**src/hdl/cqs_pkg.sv**
```systemverilog
`timescale 1ns / 1ps
// cqs_pkg: operation and status codes for the circular queue with search
// no dependencies; used by cqs_mem, cqs_ctrl and the top level

package cqs_pkg;

	// operation codes carried on mode
	localparam logic [1:0] MODE_ENQ  = 2'd0;
	localparam logic [1:0] MODE_DEQ  = 2'd1;
	localparam logic [1:0] MODE_SRCH = 2'd2;

	// result status codes
	localparam logic [1:0] ST_OK        = 2'd0;
	localparam logic [1:0] ST_OVERFLOW  = 2'd1;
	localparam logic [1:0] ST_UNDERFLOW = 2'd2;
	localparam logic [1:0] ST_NOTFOUND  = 2'd3;

	// fixed field widths
	localparam int WORD_W = 32;
	localparam int POS_W  = 3;

endpackage

```
**src/hdl/cqs_mem.sv**
```systemverilog
`timescale 1ns / 1ps
// cqs_mem: slot storage, one write port and one read port, registered read data
// depends on cqs_pkg for the word width

module cqs_mem #(
	parameter int DEPTH = 8,
	parameter int AW    = 3
) (
	input  logic                       clk,
	input  logic                       we,
	input  logic [AW-1:0]              waddr,
	input  logic [cqs_pkg::WORD_W-1:0] wdata,
	input  logic                       re,
	input  logic [AW-1:0]              raddr,
	output logic [cqs_pkg::WORD_W-1:0] rdata
);

	logic [cqs_pkg::WORD_W-1:0] mem_q [DEPTH];
	logic [cqs_pkg::WORD_W-1:0] rdata_q;

	// write port
	always_ff @(posedge clk) begin
		if (we) begin
			mem_q[waddr] <= wdata;
		end
	end

	// read port, registered; rdata holds while re is low
	always_ff @(posedge clk) begin
		if (re) begin
			rdata_q <= mem_q[raddr];
		end
	end

	assign rdata = rdata_q;

endmodule

```
**src/hdl/cqs_ctrl.sv**
```systemverilog
`timescale 1ns / 1ps
// cqs_ctrl: queue pointers, operation sequencer, search scan and result register
// depends on cqs_pkg; drives the ports of cqs_mem

module cqs_ctrl #(
	parameter int DEPTH = 8,
	parameter int AW    = 3
) (
	input  logic                              clk,
	input  logic                              arst_n,
	input  logic                              in_valid,
	output logic                              in_ready,
	input  logic [1:0]                        mode,
	input  logic signed [cqs_pkg::WORD_W-1:0] value_in,
	output logic                              out_valid,
	input  logic                              out_ready,
	output logic [1:0]                        status,
	output logic signed [cqs_pkg::WORD_W-1:0] value_out,
	output logic [cqs_pkg::POS_W-1:0]         position,
	output logic                              mem_we,
	output logic [AW-1:0]                     mem_waddr,
	output logic [cqs_pkg::WORD_W-1:0]        mem_wdata,
	output logic                              mem_re,
	output logic [AW-1:0]                     mem_raddr,
	input  logic [cqs_pkg::WORD_W-1:0]        mem_rdata,
	output logic                              busy,
	output logic                              empty
);

	localparam int XW = (AW > cqs_pkg::POS_W) ? AW : cqs_pkg::POS_W;
	localparam logic [AW-1:0] LAST = AW'(DEPTH - 1);

	typedef enum logic [1:0] {S_IDLE, S_DEQ, S_SRCH} state_t;

	state_t                      state_q;
	logic [AW-1:0]               head_q;
	logic [AW-1:0]               tail_q;
	logic                        empty_q;
	logic [AW-1:0]               ptr_q;
	logic [cqs_pkg::WORD_W-1:0]  key_q;
	logic                        ov_q;
	logic [1:0]                  status_q;
	logic [cqs_pkg::WORD_W-1:0]  vout_q;
	logic [cqs_pkg::POS_W-1:0]   pos_q;

	logic [AW-1:0] next_head;
	logic [AW-1:0] next_tail;
	logic [AW-1:0] next_ptr;
	logic [XW-1:0] ptr_ext;
	logic          accept;
	logic          full;
	logic          hit;

	// wrap-around successors
	assign next_head = (head_q == LAST) ? '0 : head_q + 1'b1;
	assign next_tail = (tail_q == LAST) ? '0 : tail_q + 1'b1;
	assign next_ptr  = (ptr_q == LAST) ? '0 : ptr_q + 1'b1;
	assign ptr_ext   = XW'(ptr_q);

	assign full   = !empty_q && (next_tail == head_q);
	assign hit    = (mem_rdata == key_q);
	assign in_ready = (state_q == S_IDLE) && (!ov_q || out_ready);
	assign accept = in_valid && in_ready;

	// memory requests
	assign mem_we    = accept && (mode == cqs_pkg::MODE_ENQ) && !full;
	assign mem_waddr = empty_q ? '0 : next_tail;
	assign mem_wdata = $unsigned(value_in);
	assign mem_re    = (accept && !empty_q &&
	                    (mode == cqs_pkg::MODE_DEQ || mode == cqs_pkg::MODE_SRCH)) ||
	                   (state_q == S_SRCH && !hit && ptr_q != tail_q);
	assign mem_raddr = (state_q == S_SRCH) ? next_ptr : head_q;

	// sequencer, pointers and result register
	always_ff @(posedge clk or negedge arst_n) begin
		if (!arst_n) begin
			state_q  <= S_IDLE;
			head_q   <= '0;
			tail_q   <= '0;
			empty_q  <= 1'b1;
			ptr_q    <= '0;
			key_q    <= '0;
			ov_q     <= 1'b0;
			status_q <= cqs_pkg::ST_OK;
			vout_q   <= '0;
			pos_q    <= '0;
		end else begin
			unique case (state_q)
				S_IDLE: begin
					if (accept) begin
						unique case (mode)
							cqs_pkg::MODE_ENQ: begin
								ov_q   <= 1'b1;
								vout_q <= '0;
								pos_q  <= '0;
								if (empty_q) begin
									head_q   <= '0;
									tail_q   <= '0;
									empty_q  <= 1'b0;
									status_q <= cqs_pkg::ST_OK;
								end else if (full) begin
									status_q <= cqs_pkg::ST_OVERFLOW;
								end else begin
									tail_q   <= next_tail;
									status_q <= cqs_pkg::ST_OK;
								end
							end
							cqs_pkg::MODE_DEQ: begin
								if (empty_q) begin
									ov_q     <= 1'b1;
									status_q <= cqs_pkg::ST_UNDERFLOW;
									vout_q   <= '0;
									pos_q    <= '0;
								end else begin
									// previous result leaves as this item enters
									ov_q    <= 1'b0;
									state_q <= S_DEQ;
									if (head_q == tail_q) begin
										empty_q <= 1'b1;
										head_q  <= '0;
										tail_q  <= '0;
									end else begin
										head_q <= next_head;
									end
								end
							end
							cqs_pkg::MODE_SRCH: begin
								if (empty_q) begin
									ov_q     <= 1'b1;
									status_q <= cqs_pkg::ST_UNDERFLOW;
									vout_q   <= '0;
									pos_q    <= '0;
								end else begin
									ov_q    <= 1'b0;
									ptr_q   <= head_q;
									key_q   <= $unsigned(value_in);
									state_q <= S_SRCH;
								end
							end
							default: begin
								// unused code: no change, plain ok result
								ov_q     <= 1'b1;
								status_q <= cqs_pkg::ST_OK;
								vout_q   <= '0;
								pos_q    <= '0;
							end
						endcase
					end else if (ov_q && out_ready) begin
						ov_q <= 1'b0;
					end
				end
				S_DEQ: begin
					// front word arrives from memory
					ov_q     <= 1'b1;
					status_q <= cqs_pkg::ST_OK;
					vout_q   <= mem_rdata;
					pos_q    <= '0;
					state_q  <= S_IDLE;
				end
				S_SRCH: begin
					// compare one slot per cycle, front to rear
					if (hit) begin
						ov_q     <= 1'b1;
						status_q <= cqs_pkg::ST_OK;
						vout_q   <= '0;
						pos_q    <= ptr_ext[cqs_pkg::POS_W-1:0];
						state_q  <= S_IDLE;
					end else if (ptr_q == tail_q) begin
						ov_q     <= 1'b1;
						status_q <= cqs_pkg::ST_NOTFOUND;
						vout_q   <= '0;
						pos_q    <= '0;
						state_q  <= S_IDLE;
					end else begin
						ptr_q <= next_ptr;
					end
				end
				default: begin
					state_q <= S_IDLE;
				end
			endcase
		end
	end

	assign out_valid = ov_q;
	assign status    = status_q;
	assign value_out = $signed(vout_q);
	assign position  = pos_q;
	assign busy      = (state_q != S_IDLE);
	assign empty     = empty_q;

endmodule

```
**src/hdl/circular_queue_with_search_top.sv**
```systemverilog
`timescale 1ns / 1ps
// circular_queue_with_search_top: enqueue/dequeue/search queue over a slot memory
// enqueue and empty-queue or unused operations register their result directly; dequeue
// reads the front slot first; search compares k slots, 1 to DEPTH, before its result
// no item is taken while a dequeue or search is in flight; the search scan reads one slot
// a cycle through the single memory read port; a pending result holds off the next item
// reset: arst_n clears pointers, the empty flag and the result register; no clearing pass

module circular_queue_with_search_top #(
	parameter int DEPTH = 8
) (
	input  logic                              clk,
	input  logic                              arst_n,
	input  logic                              in_valid,
	output logic                              in_ready,
	input  logic [1:0]                        mode,
	input  logic signed [cqs_pkg::WORD_W-1:0] value_in,
	output logic                              out_valid,
	input  logic                              out_ready,
	output logic [1:0]                        status,
	output logic signed [cqs_pkg::WORD_W-1:0] value_out,
	output logic [cqs_pkg::POS_W-1:0]         position
);

	localparam int AW = (DEPTH > 1) ? $clog2(DEPTH) : 1;

	logic                       mem_we;
	logic [AW-1:0]              mem_waddr;
	logic [cqs_pkg::WORD_W-1:0] mem_wdata;
	logic                       mem_re;
	logic [AW-1:0]              mem_raddr;
	logic [cqs_pkg::WORD_W-1:0] mem_rdata;
	logic                       busy;
	logic                       empty;

	// sequencer and pointers
	cqs_ctrl #(
		.DEPTH(DEPTH),
		.AW   (AW)
	) u_ctrl (
		.clk      (clk),
		.arst_n   (arst_n),
		.in_valid (in_valid),
		.in_ready (in_ready),
		.mode     (mode),
		.value_in (value_in),
		.out_valid(out_valid),
		.out_ready(out_ready),
		.status   (status),
		.value_out(value_out),
		.position (position),
		.mem_we   (mem_we),
		.mem_waddr(mem_waddr),
		.mem_wdata(mem_wdata),
		.mem_re   (mem_re),
		.mem_raddr(mem_raddr),
		.mem_rdata(mem_rdata),
		.busy     (busy),
		.empty    (empty)
	);

	// slot storage
	cqs_mem #(
		.DEPTH(DEPTH),
		.AW   (AW)
	) u_mem (
		.clk  (clk),
		.we   (mem_we),
		.waddr(mem_waddr),
		.wdata(mem_wdata),
		.re   (mem_re),
		.raddr(mem_raddr),
		.rdata(mem_rdata)
	);

	// no item taken while a dequeue or search is in flight
	a_busy_blocks: assert property (@(posedge clk) disable iff (!arst_n)
		busy |-> !in_ready)
		else $error("item accepted during dequeue or search");

	// enqueue result is ready the cycle after the item
	a_enq_result: assert property (@(posedge clk) disable iff (!arst_n)
		(in_valid && in_ready && mode == cqs_pkg::MODE_ENQ) |=> out_valid)
		else $error("enqueue result missing");

	// dequeue of a nonempty queue delivers after the memory read
	a_deq_result: assert property (@(posedge clk) disable iff (!arst_n)
		(in_valid && in_ready && mode == cqs_pkg::MODE_DEQ && !empty) |-> ##2 out_valid)
		else $error("dequeue result missing");

	// dequeue or search on an empty queue reports underflow at once
	a_underflow: assert property (@(posedge clk) disable iff (!arst_n)
		(in_valid && in_ready && empty &&
		 (mode == cqs_pkg::MODE_DEQ || mode == cqs_pkg::MODE_SRCH))
		|=> (out_valid && status == cqs_pkg::ST_UNDERFLOW))
		else $error("underflow not reported");

endmodule
```
**config.mk**
```make
export PLATFORM = sky130hd
export DESIGN_NAME = circular_queue_with_search_top
export DESIGN_NICKNAME = d
export VERILOG_FILES = /design/src/hdl/cqs_pkg.sv /design/src/hdl/cqs_mem.sv /design/src/hdl/cqs_ctrl.sv /design/src/hdl/circular_queue_with_search_top.sv
export SDC_FILE = /design/constraint.sdc
export NUM_CORES = 1
export LEC_CHECK = 0
export BUFFER_PORTS_ARGS = -buffer_cell sky130_fd_sc_hd__buf_2
export CAP_MARGIN = 30
export CORE_ASPECT_RATIO = 1.5
export CORE_UTILIZATION = 61
export CTS_CLUSTER_SIZE = 20
export DETAILED_ROUTE_END_ITERATION = 8
export GPL_ROUTABILITY_DRIVEN = 0
export GPL_TIMING_DRIVEN = 0
export PLACE_DENSITY_LB_ADDON = 0.3
export SLEW_MARGIN = 20
export SYNTH_ARGS = -nofsm -noshare
export SYNTH_HDL_FRONTEND = slang
export SYNTH_SLANG_ARGS = --single-unit
```
**constraint.sdc**
```tcl
create_clock -name clk -period 7.14 [get_ports clk]
set_clock_uncertainty 0.1 [all_clocks]
set_input_delay 0.714 -clock clk [delete_from_list [all_inputs] [get_ports clk]]
set_output_delay 0.714 -clock clk [all_outputs]
set_load 0.1 [all_outputs]
```
---- Word-level counts from Yosys, hierarchy flattened ----
Memory sizes are Yosys's and may differ from the RTL's. A register that Yosys moved wholly into a read port is not among the register bits.
Cells that the tools add are included.
storage, ports and cells
  flip-flop bits (word level) ............. 82
  bits in latches ......................... 0
  RAM bits ................................ 256
  ROM bits ................................ 0
  output and inout port bits .............. 39
  memories ................................ 1
memories
  name         depth  bits a word  read ports  clocked after memory_dff  wr ports  RTL line       RTL
  u_mem.mem_q  8      32           1           1                         1         cqs_mem.sv:18  logic [cqs_pkg::WORD_W-1:0] mem_q [DEPTH];
operators by class
  add/sub/neg operators ................... 3
  $mul .................................... 0
  divide/modulo/power cells ............... 0
  order comparisons ....................... 0
  equality and inequality tests ........... 27
  shift operators ......................... 0
  mux-type cells .......................... 58
  bitwise gates (word level) .............. 1
  reductions and logical operators ........ 31
operators by type and width
  operator                                                number
  two-way mux 32 bit                                      5
  one-hot mux 32 bit (3 select lines)                     1
  two-way mux 3 bit                                       21
  equality test 32 bit                                    1
  two-way mux 2 bit                                       10
  one-hot mux 3 bit (2 select lines)                      3
  inequality test 2 bit (second input constant)           6
  inequality test 3 x 2 -> 1 bit (second input constant)  4
  one-hot mux 2 bit (2 select lines)                      3
  AND reduction 6 bit                                     2
  two-way mux 1 bit                                       11
  logical AND 1 bit                                       10
  AND reduction 5 bit                                     2
  adder 3 x 1 -> 3 bit (second input constant)            3
  equality test 3 bit                                     3
  equality test 3 bit (second input constant)             3
  inequality test 3 bit (second input constant)           3
  one-hot mux 3 bit (3 select lines)                      1
  AND reduction 4 bit                                     2
  one-hot mux 2 bit (3 select lines)                      1
  AND reduction 3 bit                                     2
  equality test 2 x 1 -> 1 bit (second input constant)    2
  equality test 2 bit (second input constant)             2
  zero test 1 bit                                         4
  other kinds (10)                                        15

---- Depth between registers and ports, before layout ----
Gate-level depths: netlist (run 1).
  word-level depth ........................ 9
  depth in mapped cells ................... 11

---- Cells and area by module ----
Synthesis (run 1) repeated with hierarchy kept, for this count alone.
unflattened totals
  cell total of the unflattened synthesis .. 823
  area, all modules ....................... 15282.2 µm²
by module, submodules not included
  module    instances  cells each  area an instance (µm²)  seq. area each (µm²)
  cqs_mem   1          415         10786.6                 8648.3
  cqs_ctrl  1          408         4495.6                  2053.2

---- Worst setup path before layout (run 1) ----
No wires, ideal clock.
  path type ............................... register -> register
  start ................................... register u_ctrl.ov_q (netlist: u_ctrl.out_valid)
  end ..................................... memory u_mem.mem_q[5][0] in the netlist's numbering (enable)
  arrival ................................. 5.189 ns
  data required time ...................... 6.527 ns
  path slack .............................. 1.338 ns
  cell stages (with the launch flop) ...... 6
  path buffers ............................ 0
  period minus slack after synthesis ...... 5.802 ns
  cell sequence ........................... dfrtp_1 -> nand2b_1 -> and3_1 -> o311ai_1 -> or3_1 -> nor4b_1
on the way
  cells in the longest elaborated chain, start to end .. 8
ends and longest elaborated chain
  element                                  RTL line         RTL
  start: declaration                       cqs_ctrl.sv:41   logic ov_q;
  start signal: assignment                 cqs_ctrl.sv:83   ov_q <= 1'b0;
  start signal: assignment                 cqs_ctrl.sv:93   ov_q <= 1'b1;
  start signal: assignment                 cqs_ctrl.sv:110  ov_q <= 1'b1;
  zero test 1 bit                          cqs_ctrl.sv:62   assign in_ready = (state_q == S_IDLE) && (!ov_q || out_ready);
  logical OR 1 bit                         cqs_ctrl.sv:62
  logical AND 1 bit                        cqs_ctrl.sv:62
  logical AND 1 bit                        cqs_ctrl.sv:63   assign accept = in_valid && in_ready;
  logical AND 1 bit (2 in series)          cqs_ctrl.sv:66   assign mem_we = accept && (mode == cqs_pkg::MODE_ENQ) && !full;
  two-way mux 1 bit                        cqs_mem.sv:23    if (we) begin
  two-way mux 1 bit (implied by the code)  cqs_mem.sv:24    mem_q[waddr] <= wdata;
  end: declaration                         cqs_mem.sv:18
Every way passes these cells.

---- Worst setup path after layout (run 1) ----
  start ................................... register u_ctrl.tail_q[0]
  end ..................................... memory u_mem.mem_q[5][15] in the netlist's numbering (enable)
on the way
  cells in the longest elaborated chain, start to end .. 8
ends and longest elaborated chain
  element                                                             RTL line         RTL
  start: declaration                                                  cqs_ctrl.sv:37   logic [AW-1:0] tail_q;
  start signal: assignment                                            cqs_ctrl.sv:104  tail_q <= next_tail;
  adder 3 x 1 -> 3 bit / equality test 3 bit (equally long branches)  cqs_ctrl.sv:56   assign next_tail = (tail_q == LAST) ? '0 : tail_q + 1'b1;
  two-way mux 3 bit (*)                                               cqs_ctrl.sv:56
  equality test 3 bit                                                 cqs_ctrl.sv:60   assign full = !empty_q && (next_tail == head_q);
  logical AND 1 bit                                                   cqs_ctrl.sv:60
  zero test 1 bit                                                     cqs_ctrl.sv:66
  logical AND 1 bit                                                   cqs_ctrl.sv:66
  two-way mux 1 bit                                                   cqs_mem.sv:23
  two-way mux 1 bit (implied by the code)                             cqs_mem.sv:24
Every way passes the cells marked *; elsewhere a longest branch is shown, timed or not.

==> flow_metrics.tcl, run 1 <==
set metrics [dict create \
    num_vias 10457 \
    ys_types 47 \
    grt_first_pass_wirelength_mm 60.0 \
    die_w_um 131 \
    status "complete, no violations" \
    cp.buffers_inverters 3 \
    htreeDepth 2 \
    wl_mm 38.3 \
    startpoint "u_ctrl.tail_q[0]" \
    dp_hpwl_mm 26.7 \
    finish.utilization_pct 71.7 \
    synthArstFlopShare_pct 22.2 \
    reg2reg_from "u_ctrl.tail_q[0]" \
    antenna_found_initial 0 \
    p_comb_share_pct 34.7 \
    num_rows 70 \
    antenna_left 0 \
    met1_length_mm 13.5 \
    drtIter0Drc 892 \
    fmax_ghz 0.259 \
    synth.area.top_cells "edfxtp_1 (56%), dfrtp_1 (13%), nand2_1 (11%)" \
    port-buffer-count 76 \
    ys.flop_type "edfxtp_1" \
    clk_pin_slew_ps 70 \
    path_cells "ha_1 > ha_1 > nor2_1 > xor2_1 > o311ai_1 > or3_1 > nor4b_2 > buf_2 > buf_2 > buf_2" \
    tightest_slew_ps 803 \
    power.leakage_uw 0.00711 \
    fillers 1686 \
    synth.most_common_cell "nand2_1" \
    swShare_pct 37.8 \
    cp_slowest_cell "nor4b_2" \
    cts_root_buf "clkbuf_16" \
    power.internal_uw 4300 \
    dp_cells 1731 \
    drt-vias-per-instance 5.84 \
    critPathKind "flop to flop" \
    maxCapViolCount 0 \
    num_antenna_cells 0 \
    cp-start-kind "flop" \
    worstPathArrival_ps 3970 \
    pwr-share-seq_pct 39.7 \
    setup_viol 0 \
    synth_edf_count 288 \
    grt_max_degree 43 \
    path_max_fanout 6 \
    cts_buffers 34 \
    syn-cell-area_sq_um 15300 \
    slew_headroom_pct 45.6 \
    timing.final.ws_setup_ps 3280 \
    syn_to_final_growth_pct 14.6 \
    cp-end-kind "flop" \
    path_common_cell "buf_2" \
    wl_met3_mm 2.62 \
    postCtsHoldBufs 0 \
    yosysTopAreaCellShare_pct 56.4 \
    yosysWarnings 0 \
    clock_latency_ps 510 \
    powerDensity_nw_per_um2 393 \
    required_ps 7250 \
    critPathMaxStageDelay_ps 540 \
    clkPwrFrac_pct 25.5 \
    slew_violations 0 \
    synth-seq-area-share_pct 69.8 \
    syn_nets 1351 \
    track_usage_pct 31.0 \
    yosys-top-cells-count "nand2_1 (430), edfxtp_1 (288), nand3_1 (163)" \
    highest_layer "met4" \
    min_period_ps 3860 \
    grt_pass1_vias 10961 \
    clock_sinks 370 \
    grt-ovfl-total 0 \
    clockBufferDepth 3 \
    hold_ws_ps 82.0 \
    syn_area_per_cell_sq_um 11.8 \
    drive_gt1_share_pct 12.3 \
    p_sw_uw 2620 \
    rsz0062_at_grt "false" \
    die_h_um 196 \
    cts_tree "yes" \
    fin_cells 1792 \
    timing.final.crit_share_pct 54.1 \
    met2_length_mm 20.0 \
    io_pins 77 \
    drt_pass1_iterations 6 \
    hold_violations 0 \
    final_nets 1495 \
    ir_worst_vdd_uv 270 \
    dp_slack_ps 3240 \
    ctsResizeCount 0 \
    hp-class "primary input to asynchronous set/reset pin" \
    initial_core_util_pct 62.6 \
    syn_inst 1299 \
    synth.ff_latch_count 370 \
    yosys.area.top_type "edfxtp_1" \
    postCtsSetupRepairBufs 0 \
    die_area_sq_um 25800 \
    crit_family "simple AND/OR/NAND/NOR gates" \
    core_sq_um 24500 \
    routedWlPerCell_um 21.4 \
    drc_errors 0 \
]
-- registers in the layout (all words and copies together), names as in the netlist --
name	count
u_mem.mem_q	256
u_ctrl.key_q	32
u_ctrl.value_out	32
u_mem.rdata	32
u_ctrl.head_q	3
u_ctrl.position	3
u_ctrl.ptr_ext	3
u_ctrl.tail_q	3
u_ctrl.state_q	2
u_ctrl.status	2
u_ctrl.empty	1
u_ctrl.out_valid	1
-- routing by layer --
layer,vias to the layer above,track usage (%)
met5,-,0
met4,0,17.3
met3,135,4.47
met2,531,55.5
met1,5028,35.6
li1,4763,-
-- through the flow --
| step | setup TNS [ps] | area [sq um] | power [uW] |
|---|---|---|---|
| 6_report | 0 | 17600 | 6920 |
| 5_1_grt | 0 | 17600 | 7200 |
| 4_1_cts | 0 | 17600 | 6920 |
| 3_5_place_dp | 0 | 16500 | 5150 |
| 3_3_place_gp | -128780 | 16100 | 5050 |
| 2_1_floorplan | 0 | 15300 | 4470 |
-- area by class of cell --
class                           count  area (sq um)  share of cell area, %
Clock buffer                       50           962                   5.47
Sequential cell                   370         10700                   60.9
Buffer                             71           339                   1.93
Inverter                           46           173                  0.982
Clock inverter                     11           108                  0.612
Timing Repair Buffer              108           698                   3.97
Multi-Input combinational cell    812          4190                   23.9
Tap cell                          324           405                   2.31
-- cell families (layout without fill, tap and decap cells) --
kind of cell               after synthesis  in the layout  share of synthesized area, %
adders and majority gates               14             14                          1.14
muxes                                   43             43                          2.84
and+or+nand+nor                        646            646                          18.0
DFF                                    370            370                          69.8
AOI/OAI and AO/OA                       68             68                          2.62
xor gates and xnor gates                41             41                          2.34
buffers and inverters                  117            286                          3.34
-- worst paths after layout --
check / depth (start not counted) / end / slack (ps)
min reg2reg: 2 / u_ctrl.key_q[30] / 400
max: 10 / u_mem.mem_q[5][15] / 3280
max in group asynchronous: 2 / u_ctrl.key_q[2] / 6210
min in group clk: 1 / u_mem.mem_q[0][25] / 390
max reg2reg: 10 / u_mem.mem_q[5][15] / 3280
min: 1 / u_ctrl.value_out[27] / 80
-- power by group through the flow --
stage          sequential (uW)  combinational, uW  clock [uW]
3_5_place_dp              2790               2370           0
5_1_grt                   2770               2580        1850
3_3_place_gp              2780               2270           0
4_1_cts                   2750               2400        1780
6_report                  2750               2400        1770
2_1_floorplan             3190               1280           0
-- worst register-to-register path, cell delays in order, from the launching register on --
cell,delay [ps]
dfrtp_1,460
ha_1,240
ha_1,200
nor2_1,270
xor2_1,220
o311ai_1,260
or3_1,510
nor4b_2,540
buf_2,300
buf_2,240
buf_2,230
-- layout by cell type, fill, tap and decap left out, drive strengths merged, types with 3 or more instances in the layout --
cell type and count:
nand2 430, edfxtp 288, nand3 163, buf 125, clkbuf 104, dfrtp 81
inv 47, o21ai 46, mux2i 39, xor2 33, ha 14, nor4 10
nor2 9, xnor2 8, nand2b 8, clkinv 7, nand4 6, nor3 6
o22ai 5, mux2 4, a211oi 3, o31ai 3
Note: power is estimated with default switching activity, not from simulation.
==> inputs of run 2 (changes only) <==
CORE_UTILIZATION = 55   (was 61)
clock period = 3.3 ns   (was 7.14 ns; I/O delays follow)
==> flow_metrics.tcl, run 2 (synthesis results as in run 1) <==
set metrics [dict create \
    status "finished with violations" \
    violations "DRC" \
    grt-ovfl-total 0 \
    cp-start-kind "flop" \
    initial_core_util_pct 56.2 \
    die_area_sq_um 28600 \
    routedWlPerCell_um 21.1 \
    final_cell_mix "nand2_1 (430), edfxtp_1 (288), nand3_1 (163)" \
    fin_cells 1832 \
    cp-end-kind "flop" \
    multi_input_area_sq_um 4300 \
    tightest_slew_ps 789 \
    clockBufferDepth 3 \
    num_vias 10574 \
    final_common_cell "nand2_1" \
    path_max_fanout 10 \
    power.leakage_uw 0.00724 \
    ir_worst_vdd_uv 630 \
    fin_area_sq_um 18100 \
    min_period_ps 3200 \
    powerDensity_nw_per_um2 835 \
    fin_total_pwr_uw 15100 \
    critPathKind "flop to flop" \
    grt_pass1_vias 10451 \
    grt_first_pass_wirelength_mm 58.3 \
    die_h_um 207 \
    track_usage_pct 27.6 \
    clock_latency_ps 530 \
    io_pins 77 \
    num_antenna_cells 0 \
    dp_hpwl_mm 26.7 \
    hp-class "primary input to flop" \
    clock_sinks 370 \
    required_ps 3420 \
    cts_root_buf "clkbuf_16" \
    slew_headroom_pct 47.4 \
    drt_pass1_iterations 7 \
    clk_pin_slew_ps 70 \
    syn_to_final_growth_pct 18.0 \
    num_rows 74 \
    maxCapViolCount 0 \
    largest_reg_flops 256 \
    dp_cells 1738 \
    cts_buffers 35 \
    drc_errors 14 \
    hold_violations 0 \
    slew_violations 0 \
    drt-vias-per-instance 5.77 \
    wl_mm 38.6 \
    core_sq_um 27300 \
    fmax_ghz 0.313 \
    rsz0062_at_grt "false" \
    fillers 1999 \
    regMostFlops "u_mem.mem_q" \
    timing.final.crit_share_pct 97.0 \
    placed_area_sq_um 16700 \
    htreeDepth 2 \
    antenna_left 0 \
    grt_max_degree 46 \
    worstPathArrival_ps 3320 \
    drive_gt1_share_pct 13.1 \
    port-buffer-count 76 \
    fin_tns_setup_ps 0 \
    antenna_found_initial 0 \
    drtIter0Drc 917 \
    cts_tree "yes" \
    finish.utilization_pct 66.3 \
    die_w_um 138 \
    seq_area_sq_um 10700 \
    setup_viol 0 \
    final_nets 1515 \
]
run 2: routing by layer:
metal	share of wire [%]	GRT usage, %
met1	38	33.0
met4	4.6	14.0
met3	6.5	3.81
met2	51	49.2
met5	0	0
run 2: report_power, final:
group | leakage, uW | switching [uW] | internal [uW]
clock network | 0.000538 | 1690 | 2230
registers | 0.00367 | 322 | 5600
logic | 0.00303 | 3720 | 1550
run 2: worst paths after layout:
path	slack (ps)	start	to	depth (start not counted)
setup / recovery	100	u_ctrl.tail_q[1]	u_mem.mem_q[5][7]	8
hold / removal	10	value_in[29]	u_ctrl.key_q[29]	3
setup reg to reg	100	u_ctrl.tail_q[1]	u_mem.mem_q[5][7]	8
hold reg to reg	400	u_ctrl.key_q[4]	u_ctrl.key_q[4]	2
max in group asynchronous	2310	arst_n	u_ctrl.key_q[9]	3
min in group asynchronous	200	arst_n	u_ctrl.key_q[30]	2
run 2: cell type report:
type / count / area share (%)
multi-input combinational: 812 / 23.7
clock inverter: 13 / 0.740
buffer: 71 / 1.92
tap: 342 / 2.36
sequential: 370 / 59.1
clock buffer: 51 / 5.39
timing repair buffer: 127 / 5.76
inverter: 46 / 0.954
run 2: what timing repair did:
| action | CTS | global route |
|---|---|---|
| endpoints found under the setup margin | 12 | 42 |
| pin swaps | 1 | 2 |
| hold endpoints to repair | 184 | 0 |
| hold buffers | 21 | 0 |
| setup buffers | 1 | 8 |
| resized for setup | 0 | 4 |
run 2: through the flow:
stage,hold WS [ps],setup slack (ps)
after floorplan,-65.6,-169
after global placement,378,-1290
after detailed placement,194,-44.9
after CTS,1.08,6.69
after global routing,10.2,6.17
final,12.2,100
run 2: worst max-delay path, stage by stage, from the launching register on:
cell,delay [ps]
dfrtp_1,470
ha_4,210
ha_4,150
nor2_2,250
xor2_2,220
o311ai_4,160
or3_4,490
nor4b_4,580
buf_6,260
